**config.mk**
```make
export PLATFORM = sky130hd
export DESIGN_NAME = moving_average_calibrated_scaler
export DESIGN_NICKNAME = d
export VERILOG_FILES = /design/src/rtl/macs_pkg.sv /design/src/rtl/macs_div.sv /design/src/rtl/macs_window.sv /design/src/rtl/moving_average_calibrated_scaler.sv
export SDC_FILE = /design/constraint.sdc
export NUM_CORES = 2
export LEC_CHECK = 0
export ABC_AREA = 1
export BUFFER_PORTS_ARGS = -buffer_cell sky130_fd_sc_hd__buf_4
export CAP_MARGIN = 15
export CORE_UTILIZATION = 60
export CTS_CLUSTER_DIAMETER = 40
export DETAILED_ROUTE_END_ITERATION = 10
export PLACE_DENSITY = 0.85
export SETUP_SLACK_MARGIN = 0.3
export SLEW_MARGIN = 40
export SYNTH_ARGS = -nofsm -noshare
export SYNTH_HDL_FRONTEND = slang
export SYNTH_SLANG_ARGS = --single-unit
export TNS_END_PERCENT = 50
```
**constraint.sdc**
```tcl
create_clock -name clk -period 11.05 [get_ports clk]
set_input_delay 0 -clock clk [delete_from_list [all_inputs] [get_ports clk]]
set_output_delay 0 -clock clk [all_outputs]
set_load 0.005 [all_outputs]
```
**src/rtl/macs_pkg.sv**
```systemverilog
package macs_pkg;

    // Field widths of the request and response payloads.
    localparam int REQ_W    = 2;
    localparam int SAMPLE_W = 16;
    localparam int CFG_W    = 16;
    localparam int VALUE_W  = 24;

    // Divider: a 48-bit dividend whose upper half is below the divisor,
    // so the quotient always fits in 24 bits.
    localparam int DIVD_W = 48;
    localparam int DIVS_W = 25;
    localparam int QUO_W  = 24;

    // Default window depth.
    localparam int NUM_SAMPLES_DEFAULT = 16;

    // Request codes.
    localparam logic [REQ_W-1:0] REQ_SAMPLE  = 2'd0;
    localparam logic [REQ_W-1:0] REQ_CAP_MIN = 2'd1;
    localparam logic [REQ_W-1:0] REQ_CAP_MAX = 2'd2;

    // Response kinds.
    localparam logic [REQ_W-1:0] KIND_DATA = 2'd0;
    localparam logic [REQ_W-1:0] KIND_MIN  = 2'd1;
    localparam logic [REQ_W-1:0] KIND_MAX  = 2'd2;

    // Configuration register indexes.
    localparam logic CFG_OUT_MIN = 1'b0;
    localparam logic CFG_OUT_MAX = 1'b1;

    // Reset values of the calibration and output range.
    localparam logic signed [VALUE_W-1:0] CAL_MIN_RESET = 24'sd0;
    localparam logic signed [VALUE_W-1:0] CAL_MAX_RESET = 24'sd1048576;
    localparam logic signed [CFG_W-1:0]   OUT_MIN_RESET = 16'sd0;
    localparam logic signed [CFG_W-1:0]   OUT_MAX_RESET = 16'sd32767;

    typedef struct packed {
        logic [REQ_W-1:0]           req_type;
        logic signed [SAMPLE_W-1:0] sample;
    } req_t;

    typedef struct packed {
        logic [REQ_W-1:0]          kind;
        logic signed [VALUE_W-1:0] value;
        logic                      order_warning;
    } rsp_t;

    typedef struct packed {
        logic              start;
        logic [DIVD_W-1:0] dividend;
        logic [DIVS_W-1:0] divisor;
    } div_ctl_t;

    typedef struct packed {
        logic             busy;
        logic             done;
        logic [QUO_W-1:0] quotient;
        logic             rem_nz;
    } div_sts_t;

    typedef struct packed {
        logic                       rd;
        logic                       wr;
        logic signed [SAMPLE_W-1:0] sample;
    } win_ctl_t;

endpackage

```
**src/rtl/macs_div.sv**
```systemverilog
module macs_div (
    input  logic                clk,
    input  logic                rst_n,
    input  macs_pkg::div_ctl_t  ctl,
    output macs_pkg::div_sts_t  sts
);
    import macs_pkg::*;

    localparam int CNT_W = $clog2(QUO_W + 1);

    logic [DIVS_W-1:0] rem_reg, rem_next;
    logic [QUO_W-1:0]  shf_reg, shf_next;
    logic [DIVS_W-1:0] dvs_reg, dvs_next;
    logic [CNT_W-1:0]  cnt_reg, cnt_next;
    logic              busy_reg, busy_next;
    logic              done_reg, done_next;
    logic [DIVS_W:0]   part;
    logic [DIVS_W:0]   trial;

    // One restoring step per cycle: the shift register feeds dividend bits in
    // at the top and collects quotient bits at the bottom.
    always_comb
    begin
        part      = {rem_reg, shf_reg[QUO_W-1]};
        trial     = part - {1'b0, dvs_reg};
        rem_next  = rem_reg;
        shf_next  = shf_reg;
        dvs_next  = dvs_reg;
        cnt_next  = cnt_reg;
        busy_next = busy_reg;
        done_next = 1'b0;
        if (ctl.start)
        begin
            rem_next  = {1'b0, ctl.dividend[DIVD_W-1:QUO_W]};
            shf_next  = ctl.dividend[QUO_W-1:0];
            dvs_next  = ctl.divisor;
            cnt_next  = CNT_W'(QUO_W);
            busy_next = 1'b1;
        end
        else if (busy_reg)
        begin
            if (!trial[DIVS_W])
            begin
                rem_next = trial[DIVS_W-1:0];
            end
            else
            begin
                rem_next = part[DIVS_W-1:0];
            end
            shf_next = {shf_reg[QUO_W-2:0], ~trial[DIVS_W]};
            cnt_next = cnt_reg - CNT_W'(1);
            if (cnt_reg == CNT_W'(1))
            begin
                busy_next = 1'b0;
                done_next = 1'b1;
            end
        end
    end

    // Operand registers.
    always_ff @(posedge clk)
    begin
        rem_reg <= rem_next;
        shf_reg <= shf_next;
        dvs_reg <= dvs_next;
    end

    // Step counter and status.
    always_ff @(posedge clk or negedge rst_n)
    begin
        if (!rst_n)
        begin
            cnt_reg  <= '0;
            busy_reg <= 1'b0;
            done_reg <= 1'b0;
        end
        else
        begin
            cnt_reg  <= cnt_next;
            busy_reg <= busy_next;
            done_reg <= done_next;
        end
    end

    assign sts.busy     = busy_reg;
    assign sts.done     = done_reg;
    assign sts.quotient = shf_reg;
    assign sts.rem_nz   = |rem_reg;

endmodule

```
**src/rtl/macs_window.sv**
```systemverilog
module macs_window #(
    parameter int NUM_SAMPLES = macs_pkg::NUM_SAMPLES_DEFAULT
) (
    input  logic                clk,
    input  logic                rst_n,
    input  macs_pkg::win_ctl_t  ctl,
    output logic signed [macs_pkg::SAMPLE_W+$clog2(NUM_SAMPLES)-1:0] sum
);
    import macs_pkg::*;

    localparam int SUM_W = SAMPLE_W + $clog2(NUM_SAMPLES);
    localparam int PTR_W = (NUM_SAMPLES > 1) ? $clog2(NUM_SAMPLES) : 1;
    localparam int LAST  = NUM_SAMPLES - 1;

    logic signed [SAMPLE_W-1:0] mem [NUM_SAMPLES];
    logic signed [SAMPLE_W-1:0] rd_data_reg;
    logic                       rd_vld_reg, rd_vld_next;
    logic [NUM_SAMPLES-1:0]     vld_reg, vld_next;
    logic [PTR_W-1:0]           ptr_reg, ptr_next;
    logic signed [SUM_W-1:0]    sum_reg, sum_next;
    logic signed [SAMPLE_W-1:0] old_sample;

    // An entry never written reads as zero, which is its reset value.
    assign old_sample = rd_vld_reg ? rd_data_reg : '0;

    // Running sum, pointer and valid bits advance when a sample is written.
    always_comb
    begin
        sum_next    = sum_reg;
        ptr_next    = ptr_reg;
        vld_next    = vld_reg;
        rd_vld_next = rd_vld_reg;
        if (ctl.rd)
        begin
            rd_vld_next = vld_reg[ptr_reg];
        end
        if (ctl.wr)
        begin
            sum_next          = sum_reg + SUM_W'(ctl.sample) - SUM_W'(old_sample);
            vld_next[ptr_reg] = 1'b1;
            if (ptr_reg == PTR_W'(LAST))
            begin
                ptr_next = '0;
            end
            else
            begin
                ptr_next = ptr_reg + PTR_W'(1);
            end
        end
    end

    // Sample memory with a registered read port.
    always_ff @(posedge clk)
    begin
        if (ctl.wr)
        begin
            mem[ptr_reg] <= ctl.sample;
        end
        if (ctl.rd)
        begin
            rd_data_reg <= mem[ptr_reg];
        end
    end

    always_ff @(posedge clk or negedge rst_n)
    begin
        if (!rst_n)
        begin
            sum_reg    <= '0;
            ptr_reg    <= '0;
            vld_reg    <= '0;
            rd_vld_reg <= 1'b0;
        end
        else
        begin
            sum_reg    <= sum_next;
            ptr_reg    <= ptr_next;
            vld_reg    <= vld_next;
            rd_vld_reg <= rd_vld_next;
        end
    end

    assign sum = sum_reg;

endmodule

```
**src/rtl/moving_average_calibrated_scaler.sv**
```systemverilog
// Moving-average sensor channel with min/max calibration and output range map.
//
// Request channel (req_valid, req_stall, req): each request is a data sample,
// a capture-minimum or a capture-maximum. A request is taken when req_valid is
// high and req_stall is low; req_stall is high while a request is in progress.
// Response channel (rsp_valid, rsp_stall, rsp): exactly one response per
// request, held steady while rsp_stall is high. A finished response waits in
// the output register, so the next request is taken while it is pending.
// Configuration: the user writes out_min and out_max through cfg_wr_en,
// cfg_index and cfg_data only while the block is idle, which it does not enforce.
// Sequence: the window average comes from a reciprocal multiplication and is
// registered. A capture passes through the average states to the response. A
// sample first updates the window, then answers directly on a zero calibration
// span, after a clamp check otherwise, and through the 24-step restoring
// divider when the range map divides; the unused request code skips the window
// update and is otherwise handled as a sample. Requests are taken one at a time.
// Reset clears the sample window (through per-entry valid bits), the running
// sum and pointer, and restores the calibration and output range defaults.
// A stalled receiver holds the last result; a new result that finishes first
// waits in the sequencer until the output register is free.
module moving_average_calibrated_scaler #(
    parameter int NUM_SAMPLES = macs_pkg::NUM_SAMPLES_DEFAULT
) (
    input  logic                           clk,
    input  logic                           rst_n,
    input  logic                           req_valid,
    output logic                           req_stall,
    input  macs_pkg::req_t                 req,
    output logic                           rsp_valid,
    input  logic                           rsp_stall,
    output macs_pkg::rsp_t                 rsp,
    input  logic                           cfg_wr_en,
    input  logic                           cfg_index,
    input  logic [macs_pkg::CFG_W-1:0]     cfg_data
);
    import macs_pkg::*;

    localparam int SUM_W = SAMPLE_W + $clog2(NUM_SAMPLES);
    localparam int BIAS  = NUM_SAMPLES * 32768;
    localparam int N_W   = VALUE_W + 2;
    localparam int PRD_W = QUO_W + CFG_W;
    localparam int DLT_W = CFG_W + 1;

    // Rounded-up reciprocal of the window depth; exact for every biased sum.
    localparam int     AVG_S       = $clog2(NUM_SAMPLES);
    localparam int     AVG_SHIFT   = VALUE_W + AVG_S;
    localparam int     RCP_W       = 33;
    localparam int     APR_W       = SUM_W + RCP_W;
    localparam longint AVG_RECIP_L = ((longint'(1) << (AVG_SHIFT + 8)) +
                                      longint'(NUM_SAMPLES) - 1) / longint'(NUM_SAMPLES);
    localparam logic [RCP_W-1:0] AVG_RECIP = RCP_W'(AVG_RECIP_L);

    localparam logic [3:0] ST_IDLE       = 4'd0;
    localparam logic [3:0] ST_UPD        = 4'd1;
    localparam logic [3:0] ST_AVG        = 4'd2;
    localparam logic [3:0] ST_AVG_DONE   = 4'd3;
    localparam logic [3:0] ST_MAP_PREP   = 4'd4;
    localparam logic [3:0] ST_MAP_DECIDE = 4'd5;
    localparam logic [3:0] ST_MAP_DIV    = 4'd6;
    localparam logic [3:0] ST_MAP_WAIT   = 4'd7;
    localparam logic [3:0] ST_DONE       = 4'd8;

    logic [3:0]                 state_reg, state_next;
    logic [REQ_W-1:0]           req_type_reg, req_type_next;
    logic signed [SAMPLE_W-1:0] sample_reg, sample_next;
    logic signed [VALUE_W-1:0]  avg_reg, avg_next;
    logic signed [N_W-1:0]      n_reg, n_next;
    logic signed [N_W-1:0]      d_reg, d_next;
    logic [PRD_W-1:0]           prod_reg, prod_next;
    logic                       neg_reg, neg_next;
    logic [REQ_W-1:0]           kind_reg, kind_next;
    logic signed [VALUE_W-1:0]  value_reg, value_next;
    logic                       warn_reg, warn_next;
    logic signed [VALUE_W-1:0]  cal_min_reg, cal_min_next;
    logic signed [VALUE_W-1:0]  cal_max_reg, cal_max_next;
    logic signed [CFG_W-1:0]    out_min_reg, out_min_next;
    logic signed [CFG_W-1:0]    out_max_reg, out_max_next;
    rsp_t                       rsp_reg, rsp_next;
    logic                       rsp_valid_reg, rsp_valid_next;

    logic                       accept;
    win_ctl_t                   win_ctl;
    logic signed [SUM_W-1:0]    win_sum;
    logic [SUM_W-1:0]           biased_sum;
    logic [APR_W-1:0]           avg_prod;
    div_ctl_t                   div_ctl;
    div_sts_t                   div_sts;
    logic signed [VALUE_W-1:0]  avg_q;
    logic signed [VALUE_W-1:0]  out_min_q8;
    logic signed [VALUE_W-1:0]  out_max_q8;
    logic signed [N_W-1:0]      n_raw;
    logic signed [N_W-1:0]      d_raw;
    logic signed [DLT_W-1:0]    delta;
    logic [DLT_W-1:0]           delta_abs;
    logic signed [N_W-1:0]      q_ext;
    logic signed [N_W-1:0]      offset;
    logic signed [N_W-1:0]      mapped;

    assign accept    = req_valid && !req_stall;
    assign req_stall = (state_reg != ST_IDLE);

    // Sample window and running sum.
    assign win_ctl.rd     = accept && (req.req_type == REQ_SAMPLE);
    assign win_ctl.wr     = (state_reg == ST_UPD);
    assign win_ctl.sample = sample_reg;

    macs_window #(
        .NUM_SAMPLES (NUM_SAMPLES)
    ) u_window (
        .clk   (clk),
        .rst_n (rst_n),
        .ctl   (win_ctl),
        .sum   (win_sum)
    );

    // The average is taken from a sum offset to be non-negative, multiplied by
    // the reciprocal of the depth; the offset comes back out as a flip of the
    // top bit of the quotient.
    assign biased_sum = $unsigned(win_sum) + SUM_W'(BIAS);
    assign avg_prod   = biased_sum * AVG_RECIP;
    assign avg_q      = $signed(avg_prod[AVG_SHIFT +: VALUE_W] ^
                                {1'b1, {(VALUE_W-1){1'b0}}});

    // Divider for the range map.
    always_comb
    begin
        div_ctl.start    = (state_reg == ST_MAP_DIV);
        div_ctl.dividend = DIVD_W'({prod_reg, 8'h00});
        div_ctl.divisor  = d_reg[DIVS_W-1:0];
    end

    macs_div u_div (
        .clk   (clk),
        .rst_n (rst_n),
        .ctl   (div_ctl),
        .sts   (div_sts)
    );

    // Range-map arithmetic.
    assign out_min_q8 = {out_min_reg, 8'h00};
    assign out_max_q8 = {out_max_reg, 8'h00};
    assign n_raw      = N_W'(avg_reg) - N_W'(cal_min_reg);
    assign d_raw      = N_W'(cal_max_reg) - N_W'(cal_min_reg);
    assign delta      = DLT_W'(out_max_reg) - DLT_W'(out_min_reg);
    assign delta_abs  = delta[DLT_W-1] ? $unsigned(-delta) : $unsigned(delta);
    assign q_ext      = $signed(N_W'(div_sts.quotient)) + $signed(N_W'(div_sts.rem_nz));
    assign offset     = neg_reg ? -q_ext : $signed(N_W'(div_sts.quotient));
    assign mapped     = N_W'(out_min_q8) + offset;

    // Sequencer.
    always_comb
    begin
        state_next     = state_reg;
        req_type_next  = req_type_reg;
        sample_next    = sample_reg;
        avg_next       = avg_reg;
        n_next         = n_reg;
        d_next         = d_reg;
        prod_next      = prod_reg;
        neg_next       = neg_reg;
        kind_next      = kind_reg;
        value_next     = value_reg;
        warn_next      = warn_reg;
        cal_min_next   = cal_min_reg;
        cal_max_next   = cal_max_reg;
        out_min_next   = out_min_reg;
        out_max_next   = out_max_reg;
        rsp_next       = rsp_reg;
        rsp_valid_next = rsp_valid_reg;

        if (rsp_valid_reg && !rsp_stall)
        begin
            rsp_valid_next = 1'b0;
        end

        if (cfg_wr_en)
        begin
            unique case (cfg_index)
                CFG_OUT_MIN: out_min_next = $signed(cfg_data);
                CFG_OUT_MAX: out_max_next = $signed(cfg_data);
                default:     out_min_next = out_min_reg;
            endcase
        end

        unique case (state_reg)
            ST_IDLE:
            begin
                if (accept)
                begin
                    req_type_next = req.req_type;
                    sample_next   = req.sample;
                    if (req.req_type == REQ_SAMPLE)
                    begin
                        state_next = ST_UPD;
                    end
                    else
                    begin
                        state_next = ST_AVG;
                    end
                end
            end
            ST_UPD:
            begin
                state_next = ST_AVG;
            end
            ST_AVG:
            begin
                avg_next   = avg_q;
                state_next = ST_AVG_DONE;
            end
            ST_AVG_DONE:
            begin
                if (req_type_reg == REQ_CAP_MIN)
                begin
                    kind_next    = KIND_MIN;
                    value_next   = avg_reg;
                    warn_next    = (avg_reg >= cal_max_reg);
                    cal_min_next = avg_reg;
                    state_next   = ST_DONE;
                end
                else if (req_type_reg == REQ_CAP_MAX)
                begin
                    kind_next    = KIND_MAX;
                    value_next   = avg_reg;
                    warn_next    = (avg_reg <= cal_min_reg);
                    cal_max_next = avg_reg;
                    state_next   = ST_DONE;
                end
                else
                begin
                    state_next = ST_MAP_PREP;
                end
            end
            ST_MAP_PREP:
            begin
                kind_next = KIND_DATA;
                warn_next = 1'b0;
                if (d_raw == '0)
                begin
                    // Zero calibration span: a step at the calibration point.
                    value_next = (avg_reg >= cal_max_reg) ? out_max_q8 : out_min_q8;
                    state_next = ST_DONE;
                end
                else
                begin
                    // A reversed calibration inverts the mapping.
                    n_next     = d_raw[N_W-1] ? -n_raw : n_raw;
                    d_next     = d_raw[N_W-1] ? -d_raw : d_raw;
                    state_next = ST_MAP_DECIDE;
                end
            end
            ST_MAP_DECIDE:
            begin
                if (n_reg <= $signed(N_W'(0)))
                begin
                    value_next = out_min_q8;
                    state_next = ST_DONE;
                end
                else if (n_reg >= d_reg)
                begin
                    value_next = out_max_q8;
                    state_next = ST_DONE;
                end
                else
                begin
                    prod_next  = n_reg[QUO_W-1:0] * delta_abs[CFG_W-1:0];
                    neg_next   = delta[DLT_W-1];
                    state_next = ST_MAP_DIV;
                end
            end
            ST_MAP_DIV:
            begin
                state_next = ST_MAP_WAIT;
            end
            ST_MAP_WAIT:
            begin
                if (div_sts.done)
                begin
                    value_next = mapped[VALUE_W-1:0];
                    state_next = ST_DONE;
                end
            end
            ST_DONE:
            begin
                if (!rsp_valid_reg || !rsp_stall)
                begin
                    rsp_next.kind          = kind_reg;
                    rsp_next.value         = value_reg;
                    rsp_next.order_warning = warn_reg;
                    rsp_valid_next         = 1'b1;
                    state_next             = ST_IDLE;
                end
            end
            default:
            begin
                state_next = ST_IDLE;
            end
        endcase
    end

    // Working and output payload registers.
    always_ff @(posedge clk)
    begin
        req_type_reg <= req_type_next;
        sample_reg   <= sample_next;
        avg_reg      <= avg_next;
        n_reg        <= n_next;
        d_reg        <= d_next;
        prod_reg     <= prod_next;
        neg_reg      <= neg_next;
        kind_reg     <= kind_next;
        value_reg    <= value_next;
        warn_reg     <= warn_next;
        rsp_reg      <= rsp_next;
    end

    // Control, calibration and configuration state.
    always_ff @(posedge clk or negedge rst_n)
    begin
        if (!rst_n)
        begin
            state_reg     <= ST_IDLE;
            rsp_valid_reg <= 1'b0;
            cal_min_reg   <= CAL_MIN_RESET;
            cal_max_reg   <= CAL_MAX_RESET;
            out_min_reg   <= OUT_MIN_RESET;
            out_max_reg   <= OUT_MAX_RESET;
        end
        else
        begin
            state_reg     <= state_next;
            rsp_valid_reg <= rsp_valid_next;
            cal_min_reg   <= cal_min_next;
            cal_max_reg   <= cal_max_next;
            out_min_reg   <= out_min_next;
            out_max_reg   <= out_max_next;
        end
    end

    assign rsp_valid = rsp_valid_reg;
    assign rsp       = rsp_reg;

    // The divider is only ever loaded when it has finished its last run.
    a_div_start_free: assert property (@(posedge clk) disable iff (!rst_n)
        div_ctl.start |-> !div_sts.busy)
        else $error("divider loaded while busy");

    // A taken request closes the request channel on the next cycle.
    a_accept_closes: assert property (@(posedge clk) disable iff (!rst_n)
        accept |=> req_stall)
        else $error("request channel open after a request was taken");

    // A data update never carries an order warning.
    a_data_no_warn: assert property (@(posedge clk) disable iff (!rst_n)
        (rsp_valid && (rsp.kind == KIND_DATA)) |-> !rsp.order_warning)
        else $error("order warning on a data update");

endmodule

```
==> results.toml <==
[sta]
hold_viol_final = 0
slew_headroom_pct = 40.6
rsz0062_at_grt = "no"
min_period_ps = 9100
slew_violations = 0
setup_tns_ps = 0
worst_slew_pin_slew_ps = 889
skew_ps = 28.9
setup_violations = 0
max_freq_mhz = 110
period_share_pct = 82.3

[logic_synthesis]
yosys_most_used_dff = "edfxtp_1"
syn_inst = 5284
yosysTopAreaCell = "edfxtp_1"
syn_nets = 5897
synthesis.area_per_instance_um2 = 8.71
ys_seq_area_share_pct = 40.2
netlist_area_um2 = 46000
synth_cell_types = 61
synth.area.top_cells = "edfxtp_1 33%, fa_1 12%, nand2_1 9.5%, ha_1 8.2%, inv_1 7.3%"
synth_top_area_share_pct = 33.0
synthArstFlopShare_pct = 19.5
synth_seq_cells = 640
yosysWarnings = 0
synth_edf_count = 506

[placed_design]
gp_congestion = 1.04
port_buffers = 68
dp_hpwl_um = 93200

[die]
io_pins = 69
die_w_um = 279
rows = 101
start_util_pct = 60.6
die_y_um = 279
core_um2 = 75900
die_area_um2 = 77800

[critical_path]
cp-start-kind = "register"
crit_type = "reg2reg"
cp.arrival_ps = 9450
cp_slowest_cell = "nand4_1"
cp.required_ps = 11410
reg2regPathDepth = 34
cp_slowest_stage_delay_ps = 750
crit_path_max_fanout = 18
cp-end-kind = "register"

[clocking]
cts_tree = "done"
clkTransAtPathRegs_ps = 60
htree_levels = 3
clockBufferDepth = 3
cts_buffers = 83
insertion_delay_ps = 650
cts_sinks = 640
root_buffer = "clkbuf_16"
cts-resized-gates = 0

[grt]
grt_usage_pct = 33.2
grt_pass1_wl_um = 201000
grt-ovfl-total = 0
grt_pass1_vias = 37915
antenna_found_initial = 3
grt_max_degree = 106

[cells_and_area]
fin_nets = 5992
num_antenna_cells = 0
largest_reg_flops = 256
drive_gt1_share_pct = 7.09
final_cell_mix = "1158 x nand2_1, 894 x inv_1, 506 x edfxtp_1"
n_fill_cell = 5688
final_common_cell = "nand2_1"
syn_to_final_growth_pct = 10.4

[drt]
vias_per_cell = 5.88
vias = 38034
first_pass_iters = 7
drt-initial-drc-count = 4288
drc = 0
routed_wl_um = 128000
wire_per_inst_um = 19.8
final_antenna_net_count = 0

[flow_run]
drv_cap = 0

[hold_path]
whs_path_depth = 4
hold_path.class = "in2reg"

[run_status]
outcome = "completed"
==> area by class of cell <==
cell class / count / area [um^2] / area share, %
tap: 1030 / 1290 / 2.54
timing repair buffer: 151 / 1250 / 2.47
clock inverter: 56 / 629 / 1.24
sequential: 640 / 18500 / 36.5
multi-input combinational: 3584 / 23500 / 46.3
inverter: 919 / 3460 / 6.80
clock buffer: 93 / 2140 / 4.20
==> critical path, delay by kind of cell (launching register included) <==
family	cells	cell delay [ps]
adders and majority gates	9	3880
and+or+nand+nor	10	2300
xor gates and xnor gates	1	170
DFF	1	540
buffers and inverters	8	750
AOI/OAI and AO/OA	6	1170
==> per-layer routing <==
metal	track usage (%)	vias up	wire, um
met4	18.7	4	7930
met5	0	-	37
met1	40.2	17982	46700
met2	55.7	2119	61000
li1	-	17412	-
met3	6.56	517	12500
==> logic make-up after synthesis <==
family,share of synthesized area [%]
simple gates,18.9
buf+inv,8.80
compound gates,9.69
flops,40.2
fa+ha+maj,20.0
xor+xnor,2.36
other cells,0.00815
==> cells in the mapped netlist, types with 5 or more instances <==
master    count
a21o_1        9
o31ai_1       7
nor2_2       12
o22ai_1      76
nand4_1      84
inv_2        14
dfstp_2      16
xnor2_1      34
nor3_1       41
xor2_1       83
inv_1       896
nor4_1       14
o21ai_0     412
nand2_1    1160
nand3_1     215
a21oi_1     232
a31oi_1      17
dfxtp_1       9
clkinv_1      8
nand2_2      24
o21a_1       10
nand3b_1     23
fa_1        273
edfxtp_1    506
ha_1        300
o211ai_1     13
a211oi_1      5
nand2_4       5
o21bai_1     19
buf_2        19
or2_2        31
dfrtp_1     109
nor2_1      445
clkbuf_1    112
==> path summary, 6_finish.rpt <==
path	startpoint	end	slack (ps)
max in group asynchronous	rst_n	u_window.ptr_reg[0]	9500
hold / removal	cfg_wr_en	out_max_reg[0]	60
min in group asynchronous	rst_n	out_max_reg[1]	500
hold reg to reg	kind_reg[0]	rsp[25]	420
setup / recovery	out_max_reg[0]	prod_reg[30]	1950
setup reg to reg	out_max_reg[0]	prod_reg[30]	1950
==> repair_timing <==
item,CTS,global route
hold buffers,39,0
hold endpoints to repair,128,0
buffers inserted,0,0
==> through the flow <==
step	area (um^2)	util (%)	std cells	worst slack, ps	hold slack (ps)
after floorplan	46000	-	5284	3420	-296
after global placement	47600	62.6	6282	2370	156
after detailed placement	47600	62.7	6284	2190	-50.8
after CTS	50800	66.9	6472	2120	22.6
after global routing	50800	66.9	6473	1550	59.8
final	50800	66.9	6473	1950	62.1
Power is left out: the tool's default activity adds up to more than one toggle a clock period on the data nets, which glitch-free logic cannot reach.
